--- src/design/cpd_pkg.sv ---
`timescale 1ns / 1ps
// Shared types, constants and the CRC-16/XMODEM byte step for the packet deframer.
// No dependencies; cpd_in_stage, cpd_core and the top level use this package.
package cpd_pkg;

    // Frame parsing phases.
    typedef enum logic [2:0] {
        PH_HUNT = 3'd0,
        PH_LEN  = 3'd1,
        PH_DATA = 3'd2,
        PH_CRCH = 3'd3,
        PH_CRCL = 3'd4,
        PH_END  = 3'd5
    } t_phase;

    // Result kinds.
    localparam logic KIND_DATA   = 1'b0;
    localparam logic KIND_REPORT = 1'b1;

    localparam logic [7:0]  START_SHORT = 8'h02;
    localparam logic [15:0] CRC_POLY    = 16'h1021;
    localparam logic [15:0] CRC_INIT    = 16'h0000;

    // One received byte held in the input register.
    typedef struct packed {
        logic       valid;
        logic [7:0] rx_byte;
    } t_byte_item;

    // Advances a CRC-16/XMODEM over one byte, MSB first.
    function automatic logic [15:0] crc_step(input logic [15:0] crc, input logic [7:0] b);
        logic [15:0] c;
        c = crc ^ {b, 8'h00};
        for (int i = 0; i < 8; i++) begin
            if (c[15]) begin
                c = {c[14:0], 1'b0} ^ CRC_POLY;
            end else begin
                c = {c[14:0], 1'b0};
            end
        end
        return c;
    endfunction

endpackage

--- src/design/cpd_ifs.sv ---
`timescale 1ns / 1ps
// Valid/ready channel interfaces of the packet deframer: received bytes in, results out.
// No dependencies.
interface cpd_byte_if;
    logic       valid;
    logic       ready;
    logic [7:0] rx_byte;

    modport source (output valid, output rx_byte, input ready);
    modport sink   (input valid, input rx_byte, output ready);
endinterface

interface cpd_res_if;
    logic       valid;
    logic       ready;
    logic       out_kind;
    logic [7:0] out_byte;
    logic       frame_good;
    logic [7:0] frame_len;

    modport source (output valid, output out_kind, output out_byte, output frame_good,
                    output frame_len, input ready);
    modport sink   (input valid, input out_kind, input out_byte, input frame_good,
                    input frame_len, output ready);
endinterface

--- src/design/cpd_in_stage.sv ---
`timescale 1ns / 1ps
// Input register of the packet deframer: captures one received byte per cycle while its item moves on.
// Depends on cpd_pkg and cpd_byte_if.
module cpd_in_stage (
    input  logic                i_clk,
    input  logic                i_rst_n,
    cpd_byte_if.sink            i_rx,
    input  logic                i_take,
    output cpd_pkg::t_byte_item o_item
);

    logic       r_valid;
    logic [7:0] r_byte;
    logic       n_valid;

    // The register accepts a new item when empty or when its item moves on.
    assign i_rx.ready = !r_valid || i_take;

    always_comb begin
        n_valid = r_valid;
        if (i_rx.valid && i_rx.ready) begin
            n_valid = 1'b1;
        end else if (i_take) begin
            n_valid = 1'b0;
        end
    end

    always_ff @(posedge i_clk) begin
        if (!i_rst_n) begin
            r_valid <= 1'b0;
        end else begin
            r_valid <= n_valid;
        end
    end

    // Payload register needs no reset.
    always_ff @(posedge i_clk) begin
        if (i_rx.valid && i_rx.ready) begin
            r_byte <= i_rx.rx_byte;
        end
    end

    assign o_item.valid   = r_valid;
    assign o_item.rx_byte = r_byte;

endmodule

--- src/design/cpd_core.sv ---
`timescale 1ns / 1ps
// Frame parser of the packet deframer: phase machine, running CRC and result register.
// Depends on cpd_pkg and cpd_res_if.
module cpd_core (
    input  logic                i_clk,
    input  logic                i_rst_n,
    input  cpd_pkg::t_byte_item i_item,
    output logic                o_take,
    cpd_res_if.source           o_res
);

    cpd_pkg::t_phase r_phase, n_phase;
    logic [7:0]  r_len, n_len;
    logic [7:0]  r_count, n_count;
    logic [15:0] r_crc, n_crc;
    logic [15:0] r_recv, n_recv;

    logic        r_out_valid, n_out_valid;
    logic        r_kind, n_kind;
    logic [7:0]  r_byte, n_byte;
    logic        r_good, n_good;
    logic [7:0]  r_flen, n_flen;

    logic        emit;
    logic [7:0]  cnt_inc;
    logic [7:0]  b;

    // An item is consumed when the result register is free or draining.
    assign o_take  = i_item.valid && (!r_out_valid || o_res.ready);
    assign b       = i_item.rx_byte;
    assign cnt_inc = r_count + 8'd1;

    // Next phase, frame state and result.
    always_comb begin
        n_phase = r_phase;
        n_len   = r_len;
        n_count = r_count;
        n_crc   = r_crc;
        n_recv  = r_recv;
        emit    = 1'b0;
        n_kind  = cpd_pkg::KIND_DATA;
        n_byte  = 8'h00;
        n_good  = 1'b0;
        n_flen  = 8'h00;
        if (o_take) begin
            case (r_phase)
                cpd_pkg::PH_LEN: begin
                    n_len   = b;
                    n_count = 8'h00;
                    n_crc   = cpd_pkg::CRC_INIT;
                    n_phase = (b == 8'h00) ? cpd_pkg::PH_CRCH : cpd_pkg::PH_DATA;
                end
                cpd_pkg::PH_DATA: begin
                    n_crc   = cpd_pkg::crc_step(r_crc, b);
                    n_count = cnt_inc;
                    if (cnt_inc == r_len) begin
                        n_phase = cpd_pkg::PH_CRCH;
                    end
                    emit   = 1'b1;
                    n_kind = cpd_pkg::KIND_DATA;
                    n_byte = b;
                end
                cpd_pkg::PH_CRCH: begin
                    n_recv  = {b, 8'h00};
                    n_phase = cpd_pkg::PH_CRCL;
                end
                cpd_pkg::PH_CRCL: begin
                    n_recv  = {r_recv[15:8], b};
                    n_phase = cpd_pkg::PH_END;
                end
                cpd_pkg::PH_END: begin
                    n_phase = cpd_pkg::PH_HUNT;
                    emit    = 1'b1;
                    n_kind  = cpd_pkg::KIND_REPORT;
                    n_good  = (r_crc == r_recv);
                    n_flen  = r_len;
                end
                default: begin
                    // Hunting: anything but a short-frame start byte is dropped.
                    n_phase = (b == cpd_pkg::START_SHORT) ? cpd_pkg::PH_LEN
                                                          : cpd_pkg::PH_HUNT;
                end
            endcase
        end
        n_out_valid = r_out_valid;
        if (emit) begin
            n_out_valid = 1'b1;
        end else if (o_res.ready) begin
            n_out_valid = 1'b0;
        end
    end

    // Control and frame state registers.
    always_ff @(posedge i_clk) begin
        if (!i_rst_n) begin
            r_phase     <= cpd_pkg::PH_HUNT;
            r_len       <= 8'h00;
            r_count     <= 8'h00;
            r_crc       <= cpd_pkg::CRC_INIT;
            r_recv      <= 16'h0000;
            r_out_valid <= 1'b0;
        end else begin
            r_phase     <= n_phase;
            r_len       <= n_len;
            r_count     <= n_count;
            r_crc       <= n_crc;
            r_recv      <= n_recv;
            r_out_valid <= n_out_valid;
        end
    end

    // Result payload register, loaded only when a result is produced.
    always_ff @(posedge i_clk) begin
        if (emit) begin
            r_kind <= n_kind;
            r_byte <= n_byte;
            r_good <= n_good;
            r_flen <= n_flen;
        end
    end

    assign o_res.valid      = r_out_valid;
    assign o_res.out_kind   = r_kind;
    assign o_res.out_byte   = r_byte;
    assign o_res.frame_good = r_good;
    assign o_res.frame_len  = r_flen;

    // A payload result never carries report fields.
    a_data_fields_zero: assert property (@(posedge i_clk) disable iff (!i_rst_n)
        (r_out_valid && r_kind == cpd_pkg::KIND_DATA) |-> (r_good == 1'b0 && r_flen == 8'h00))
        else $error("payload result carries report fields");

    // Consuming the end byte always yields a report in the next cycle.
    a_end_reports: assert property (@(posedge i_clk) disable iff (!i_rst_n)
        (o_take && r_phase == cpd_pkg::PH_END) |=> (r_out_valid && r_kind == cpd_pkg::KIND_REPORT))
        else $error("end byte did not produce a report");

    // While in the payload phase fewer bytes have been taken than the length.
    a_count_below_len: assert property (@(posedge i_clk) disable iff (!i_rst_n)
        (r_phase == cpd_pkg::PH_DATA) |-> (r_count < r_len))
        else $error("payload count reached length inside payload phase");

endmodule

--- src/design/crc16_packet_deframer.sv ---
`timescale 1ns / 1ps
// CRC-16/XMODEM short-frame deframer: one received byte in, at most one result out.
// An accepted byte is held in the input register; a result it yields is held in the result register.
// Throughput: one byte per cycle while the receiver keeps up; a waiting result holds the input.
// Reset (synchronous, active low) returns to hunting for a start byte and empties both registers.
// Depends on cpd_pkg, cpd_ifs, cpd_in_stage and cpd_core.
module crc16_packet_deframer (
    input  logic       i_clk,
    input  logic       i_rst_n,
    cpd_byte_if.sink   i_rx,
    cpd_res_if.source  o_res
);

    cpd_pkg::t_byte_item item;
    logic                take;

    cpd_in_stage u_in_stage (
        .i_clk   (i_clk),
        .i_rst_n (i_rst_n),
        .i_rx    (i_rx),
        .i_take  (take),
        .o_item  (item)
    );

    cpd_core u_core (
        .i_clk   (i_clk),
        .i_rst_n (i_rst_n),
        .i_item  (item),
        .o_take  (take),
        .o_res   (o_res)
    );

endmodule
--- src/flat_wrapper.sv ---
// flat-port wrapper written by rule: the top's interface ports become plain ports
module crc16_packet_deframer_flat 
  (i_clk, i_rst_n, i_rx_valid, i_rx_rx_byte, i_rx_ready, o_res_valid, o_res_out_kind, o_res_out_byte, o_res_frame_good, o_res_frame_len, o_res_ready);
  cpd_byte_if i_rx_i ();
  cpd_res_if o_res_i ();
  input  logic i_clk;
  input  logic i_rst_n;
  input wire logic [$bits(i_rx_i.valid)-1:0] i_rx_valid;
  input wire logic [$bits(i_rx_i.rx_byte)-1:0] i_rx_rx_byte;
  output wire logic [$bits(i_rx_i.ready)-1:0] i_rx_ready;
  output wire logic [$bits(o_res_i.valid)-1:0] o_res_valid;
  output wire logic [$bits(o_res_i.out_kind)-1:0] o_res_out_kind;
  output wire logic [$bits(o_res_i.out_byte)-1:0] o_res_out_byte;
  output wire logic [$bits(o_res_i.frame_good)-1:0] o_res_frame_good;
  output wire logic [$bits(o_res_i.frame_len)-1:0] o_res_frame_len;
  input wire logic [$bits(o_res_i.ready)-1:0] o_res_ready;
  assign i_rx_i.valid = i_rx_valid;
  assign i_rx_i.rx_byte = i_rx_rx_byte;
  assign i_rx_ready = i_rx_i.ready;
  assign o_res_valid = o_res_i.valid;
  assign o_res_out_kind = o_res_i.out_kind;
  assign o_res_out_byte = o_res_i.out_byte;
  assign o_res_frame_good = o_res_i.frame_good;
  assign o_res_frame_len = o_res_i.frame_len;
  assign o_res_i.ready = o_res_ready;
  crc16_packet_deframer u_core (.i_clk(i_clk), .i_rst_n(i_rst_n), .i_rx(i_rx_i), .o_res(o_res_i));
endmodule
--- config.mk ---
export PLATFORM = sky130hd
export DESIGN_NAME = crc16_packet_deframer_flat
export DESIGN_NICKNAME = d
export VERILOG_FILES = /design/src/design/cpd_pkg.sv /design/src/design/cpd_ifs.sv /design/src/design/cpd_in_stage.sv /design/src/design/cpd_core.sv /design/src/design/crc16_packet_deframer.sv /design/src/flat_wrapper.sv
export SDC_FILE = /design/constraint.sdc
export NUM_CORES = 1
export LEC_CHECK = 0
export ABC_AREA = 1
export CORE_MARGIN = 4
export CORE_UTILIZATION = 40
export CTS_CLUSTER_SIZE = 28
export DETAILED_ROUTE_END_ITERATION = 8
export DONT_BUFFER_PORTS = 1
export HOLD_SLACK_MARGIN = 0.02
export REMOVE_ABC_BUFFERS = 1
export SLEW_MARGIN = 20
export SYNTH_ARGS = -nofsm -noshare
export SYNTH_HDL_FRONTEND = slang
export SYNTH_SLANG_ARGS = --single-unit
--- constraint.sdc ---
create_clock -name i_clk -period 1.98 [get_ports i_clk]
set_input_delay 0 -clock i_clk [delete_from_list [all_inputs] [get_ports i_clk]]
set_output_delay 0 -clock i_clk [all_outputs]
set_load 0.02 [all_outputs]
==> run metrics, run 1 <==
VDD IR max=0.377 mV; DIE AREA=10900 sq um; initial antenna violation count=0; crit path time final=1.74 ns; pin count of the biggest net entering global routing=36; Synth Register Bits=79; Crit Path Max Fanout=6; final hold vios=0; IO Pins=32; clk_skew=0.00775 ns; vias per cell=5.11; Leakage Power=1.48 nW; largest family of logic cells by synthesized area=simple AND/OR/NAND/NOR gates; Tot GR Track Use=0.165; Max clock buf depth=2; Antenna diodes=0; # DRC=0; top layer used by detailed routing=met4; metal2 WL=4360 um; post-layout util=0.475; CP Capture Type=flop; CTS Sinks=79; Setup-failing EPs final=0; mapped cell area=3700 sq um; hold crit path type=in -> reg; crit path cell chain=ha_1, nand2_2, clkinv_2, nand3_1, nand2_1, nand2_1, nand2_1, nor2_1, nand3_2, nand2_2, nand2_1, nand2_1, a21oi_2; Worst Path Class, Setup=reg -> reg; WL met3=429 um; first-pass GRT wire length=about 14000 um; Ys Warns=0; clock buffer count from CTS=9; vias in the first global route=around 2900; post-synthesis mux area share=0; most common cell in the netlist=nand2_1; H-Tree Depth=3; WP data arrival=roughly 2.0 ns; DIE WIDTH=roughly 100 um; Slew headroom=0.591; Fmax=575 MHz; Worst setup SP type=flop; Max stage delay cell, worst path=dfxtp_1; Synth top area share=0.287; Cell variety after synth=a little over 40; EDFF count, synth=26; most area-hungry cell type in the Yosys netlist=dfxtp_1; vias post-DR=3006; max-cap viol count=0; syn_area_per_cell=8.19 sq um; CP max stage delay=roughly 0.37 ns; final worst-path cycle share=0.878; Post-Synth Adder-Cell Area=0.00338; Met1 Wirelength=3790 um; slew of the pin with the lowest slew margin=slightly above 0.6 ns; PortBufs=0; post-DP HPWL=6180 um; clk_lat worst skew=0.34 ns; Die Y=104 um; cell count after synthesis=452; Initial DRC Count=about 180; Final Cell Area=4210 sq um; layout cell share with drive strength beyond 1=0.133; status=finished clean; Post-Synth XOR/XNOR Area=0.0446; clk slew on worst S/H paths=approximately 0.080 ns; Synth async-reset ratio=0; Initial Util=0.418; ys flop type=dfxtp_1; commonest cells in the netlist=104 x nand2_1, 53 x a21oi_1, 53 x dfxtp_1; Post-DP Area=around 4000 sq um; FP Rows=34; Slew Viols, Final=0; WL/cell=14.7 um; pwr dens=around 720 nW/um^2; sequential area share after synthesis=0.497; Final GP Congestion=0.866; core area=8850 sq um; most used cell, CP=nand2_1; Synth Area in Simple Gates=0.251; ANT nets after route=0; Pre-antenna DRT Iters=4; Setup Buffers After CTS=0; unrepaired setup endpoints after global routing=no; Post-Route WL=8620 um; compound-cell area share of the yosys netlist=0.130; Layout area overhead=13.6%; total grt overflow=0; Net count, final=488; Filler cells=893; TritonCTS clock tree=done; Area contributors post-synth=dfxtp_1 29%, edfxtp_1 21%, nand2_1 11%; Worst EP required=approximately 2.2 ns; CTS Root Cell=clkbuf_8
## final timing paths
check             cells after the start                startpoint  slack (ns)                          end
setup / recovery                     13  u_core.u_core.r_count[0]        0.24     u_core.u_core.r_phase[1]
hold / removal                        1           i_rx_rx_byte[1]        0.28  u_core.u_in_stage.r_byte[1]
setup reg to reg                     13  u_core.u_core.r_count[0]        0.24     u_core.u_core.r_phase[1]
hold reg to reg                       2    u_core.u_core.r_crc[4]        0.46       u_core.u_core.r_crc[4]
## metrics by stage
step,power [W],hold WS (ns),std cells,setup TNS (ns),setup slack [ns]
5_1_grt,0.00317,0.256,588,0,0.0680
6_report,0.00303,0.277,588,0,0.241
3_5_place_dp,0.00187,0.0989,561,0,0.278
2_1_floorplan,0.00182,0.0989,438,-0.499,-0.0277
3_3_place_gp,0.00187,0.0989,561,0,0.331
4_1_cts,0.00307,0.254,588,0,0.260
## where the power goes
part,total (W),switching [W],leakage [nW],internal (W)
logic,0.000153,0.0000933,0.755,0.0000602
registers,0.00170,0.0000226,0.629,0.00168
clock network,0.00118,0.000564,0.0964,0.000614
## sequential cells by signal, summed over array words and instances (netlist names)
register / count
u_core.u_core.r_phase: 3
u_core.u_core.o_res.valid: 1
u_core.u_core.r_count: 8
u_core.u_core.o_res.frame_good: 1
u_core.u_core.r_len: 8
u_core.u_core.o_res.out_kind: 1
u_core.u_core.r_crc: 16
u_core.u_core.r_recv: 16
u_core.u_in_stage.r_byte: 8
u_core.u_in_stage.r_valid: 1
u_core.u_core.o_res.frame_len: 8
u_core.u_core.o_res.out_byte: 8
## final cells by class
class,count,area (sq um),share of cell area
Sequential cell,79,1840,0.438
Clock inverter,4,47.5,0.0113
Tap cell,108,135,0.0321
Multi-Input combinational cell,306,1590,0.378
Timing Repair Buffer,26,248,0.0589
Clock buffer,12,145,0.0345
Inverter,53,200,0.0476
## logic make-up after synthesis
kind of cell,after synthesis
AOI/OAI and AO/OA,87
xor gates and xnor gates,18
adders and majority gates,1
buffers and inverters,67
DFF,79
and+or+nand+nor,200
## critical path, delay by kind of cell (launching register included)
| kind | cells | cell delay [ns] |
|---|---|---|
| AOI/OAI and AO/OA | 1 | 0.05 |
| DFF | 1 | 0.37 |
| buffers and inverters | 1 | 0.11 |
| and+or+nand+nor | 10 | 0.82 |
| adders and majority gates | 1 | 0.26 |
## placed cells by master, fill, tap and decap left out, types with 6 or more instances in the layout
| cell type | Yosys | final |
|---|---|---|
| nor2_1 | 24 | 24 |
| o21ai_0 | 17 | 17 |
| nand3_1 | 34 | 34 |
| a21oi_1 | 53 | 53 |
| xnor2_1 | 14 | 14 |
| nand2_1 | 104 | 104 |
| edfxtp_1 | 26 | 26 |
| clkbuf_8 | 0 | 10 |
| nor2_2 | 6 | 6 |
| dlygate4sd3_1 | 0 | 11 |
| dfxtp_1 | 53 | 53 |
| nand2_2 | 7 | 7 |
| buf_4 | 4 | 13 |
| inv_1 | 49 | 49 |
## per-layer routing
metal	vias to the layer above	global-route usage
li1	1529	-
met2	68	0.279
met3	4	0.0403
met5	-	0
met1	1405	0.210
met4	0	0.0427
## timing repair
action / in CTS / in global routing
hold buffers: 11 / 0
endpoints found under the setup margin: 0 / 0
gates resized for setup: 0 / 0
hold endpoints to repair: 28 / 0
No activity file was read; power rests on OpenSTA's default activity.
==> run 2: changes to the inputs <==
--- a/config.mk
+++ b/config.mk
@@ -5,7 +5,7 @@
 export SDC_FILE = /design/constraint.sdc
 export NUM_CORES = 1
 export LEC_CHECK = 0
-export ABC_AREA = 1
+export CORE_ASPECT_RATIO = 1.5
 export CORE_MARGIN = 4
 export CORE_UTILIZATION = 40
 export CTS_CLUSTER_SIZE = 28
==> run 2 against run 1 <==
Effect of this change: combinational power up 61%; non-clock buffer count up 18; worst setup slack worse by 0.17 ns; largest cell class unchanged; via count down 5.1%; flip-flop and latch count unchanged; register-to-register slack worse by 0.17 ns; core utilization up 2.1 points; count of clock-buffer cells in the layout unchanged; power up 16%; routed wire length up 6.2%.
==> run metrics, run 2 <==
status=finished clean (unchanged); Pre-antenna DRT Iters=4 (unchanged); TritonCTS clock tree=done (unchanged); hold crit path type=in -> reg (unchanged); Antenna diodes=0 (unchanged); IO Pins=32 (unchanged); Die Y=126 um (was 104 um); Filler cells=827 (was 893); Slew headroom=0.692 (was 0.591); pwr dens=791 nW/um^2 (was 721 nW/um^2); Synth top area share=0.284 (was 0.287); cell count after synthesis=380 (was 452); Max stage delay cell, worst path=or3_1 (was dfxtp_1); final worst-path cycle share=0.962 (was 0.878); Reg2Reg Depth=5 (was 13); core area=8990 sq um (was 8850 sq um); Post-Route WL=9160 um (was 8620 um); Initial DRC Count=164 (was 184); total grt overflow=0 (unchanged); ys flop type=dfxtp_1 (unchanged); Layout area overhead=19.5% (was 13.6%); WL/cell=17.3 um (was 14.7 um); first-pass GRT wire length=14500 um (was 14300 um); crit path time final=1.90 ns (was 1.74 ns); Worst Setup Slack post-DPL=-0.151 ns (was 0.278 ns); Worst Path Class, Setup=reg -> reg (unchanged); Top Registers=u_core.u_core.r_crc x16, u_core.u_core.r_recv x16 (unchanged); DIE AREA=11000 sq um (was 10900 sq um); Final GP Congestion=0.843 (was 0.866); DIE WIDTH=86.9 um (was 104 um); ANT nets after route=0 (unchanged); vias in the first global route=2760 (was 2859); clk slew on worst S/H paths=0.06 ns (was 0.08 ns); most frequent cells in the layout=50 x dfxtp_1, 48 x nand2_1, 39 x a21boi_1 (was 104 x nand2_1, 53 x a21oi_1, 53 x dfxtp_1); vias post-DR=2853 (was 3006); EDFF count, synth=26 (unchanged); VDD IR max=0.585 mV (was 0.377 mV); H-Tree Depth=3 (unchanged); layout cell share with drive strength beyond 1=0.148 (was 0.133); Fin Setup TNS=0 ns (unchanged); max-cap viol count=0 (unchanged); r2r setup slk=0.08 ns (was 0.24 ns); multi-input logic area=1810 sq um (was 1590 sq um); Worst setup SP type=flop (unchanged); pin count of the biggest net entering global routing=54 (was 36); mapped cell area=3740 sq um (was 3700 sq um); setup ws final=0.0756 ns (was 0.241 ns); syn_area_per_cell=9.83 sq um (was 8.19 sq um); Initial Util=0.416 (was 0.418); Leakage Power=1.60 nW (was 1.48 nW); post-synthesis mux area share=0.00268 (was 0); Setup-failing EPs final=0 (unchanged); sequential area share after synthesis=0.493 (was 0.497); CTS Sinks=79 (unchanged); FP Rows=42 (was 34); Synth async-reset ratio=0 (unchanged); Crit Path Max Fanout=7 (was 6); post-DP HPWL=6570 um (was 6180 um); Worst EP required=2.24 ns (was 2.20 ns); CP Capture Type=flop (unchanged); Fmax=525 MHz (was 575 MHz); initial antenna violation count=0 (unchanged); commonest cells in the netlist=53 x dfxtp_1, 48 x nand2_1, 39 x a21boi_1 (was 104 x nand2_1, 53 x a21oi_1, 53 x dfxtp_1); Synth Register Bits=79 (unchanged); Final Cell Area=4460 sq um (was 4210 sq um); Net count, final=428 (was 488); most common cell in the netlist=dfxtp_1 (was nand2_1); clk_skew=0.0106 ns (was 0.00775 ns); most common cell after layout, fill and taps aside=dfxtp_1 (was nand2_1); CTS Root Cell=clkbuf_16 (was clkbuf_8); WP data arrival=2.17 ns (was 1.96 ns); Ys Warns=0 (unchanged); crit path cell chain=nand4_2, or3_1, a2111oi_2, o211ai_1, a21oi_2 (was ha_1, nand2_2, clkinv_2, nand3_1, nand2_1, nand2_1, nand2_1, nor2_1, nand3_2, nand2_2, nand2_1, nand2_1, a21oi_2); Tot GR Track Use=0.175 (was 0.165); vias per cell=5.38 (was 5.11); Synth Area in Simple Gates=0.212 (was 0.251); Worst Hold Depth=3 (was 1); slew of the pin with the lowest slew margin=0.457 ns (was 0.611 ns); # DRC=0 (unchanged); Cell variety after synth=47 (was 41); Post-Synth XOR/XNOR Area=0.120 (was 0.0446); Setup Buffers After CTS=0 (unchanged); sequential cell area=1850 sq um (was 1840 sq um); Hold Slack=0.0537 ns (was 0.277 ns); Slew Viols, Final=0 (unchanged); largest family of logic cells by synthesized area=simple AND/OR/NAND/NOR gates (unchanged); CP max stage delay=0.40 ns (was 0.37 ns); most area-hungry cell type in the Yosys netlist=dfxtp_1 (unchanged); Post-Synth Adder-Cell Area=0.00335 (was 0.00338); clk_lat worst skew=0.34 ns (about the same); compound-cell area share of the yosys netlist=0.142 (was 0.130); Area contributors post-synth=dfxtp_1 28%, edfxtp_1 21%, xnor2_1 8.4% (was dfxtp_1 29%, edfxtp_1 21%, nand2_1 11%); final hold vios=0 (unchanged); clock buffer count from CTS=9 (unchanged); PortBufs=0 (unchanged); Max clock buf depth=2 (unchanged); Post-DP Area=4040 sq um (was 3900 sq um); post-layout util=0.497 (was 0.475)
run 2: cell count changes after synthesis, moves of 12 or more:
cell,previous run,this run
nor2_1,24,10
a21boi_1,0,39
xnor2_1,14,36
inv_1,49,2
xor2_1,3,15
nand2_1,104,48
and2_1,0,22
a21oi_1,53,6
run 2: power breakdown:
part | switching, W | internal (W) | total [W]
sequential | 0.0000253 | 0.00169 | 0.00172
clock | 0.000650 | 0.000920 | 0.00157
combinational | 0.000123 | 0.000123 | 0.000246
run 2: per-stage QoR:
stage,cells,total power (W)
after floorplan,360,0.00187
after global placement,503,0.00196
after detailed placement,503,0.00196
after CTS,530,0.00357
after global routing,530,0.00365
final,530,0.00353
run 2: layer usage:
metal,global-route usage,vias up,share of wire
met3,0.0318,19,0.029
met1,0.196,1372,0.40
met2,0.305,68,0.53
met5,0,-,0
li1,-,1394,-
met4,0.0991,0,0.036
run 2: cells by family after synthesis:
kind of cell,Yosys count
AOI/OAI and AO/OA,75
xor gates and xnor gates,51
and+or+nand+nor,151
buffers and inverters,22
DFF,79
muxes,1
adders and majority gates,1
run 2: final timing paths:
path,endpoint,from
worst max-delay path,u_core.u_core.r_phase[0],u_core.u_core.r_count[1]
worst min-delay path,u_core.u_core.o_res.valid,o_res_ready
worst max register to register,u_core.u_core.r_phase[0],u_core.u_core.r_count[1]
worst min register to register,u_core.u_core.r_recv[8],u_core.u_core.r_recv[8]
run 2: cell type report:
type | count | area share
tap | 110 | 0.0308
timing repair buffer | 44 | 0.0852
multi-input combinational | 279 | 0.405
inverter | 2 | 0.00168
clock inverter | 4 | 0.00645
sequential | 79 | 0.414
clock buffer | 12 | 0.0575
run 2: repair_timing:
| action | in CTS | in global routing |
|---|---|---|
| pin swaps | 2 | 0 |
| cloned | 0 | 0 |
| hold buffers | 11 | 0 |
| resized for setup | 5 | 3 |
| endpoints found under the setup margin | 1 | 1 |
| hold endpoints to repair | 61 | 0 |
run 2: critical path, delay by kind of cell (launching register included):
family	cells	cell delay, ns
AO/OA/AOI/OAI	3	0.84
flip-flops	1	0.39
AND/OR/NAND/NOR	2	0.60
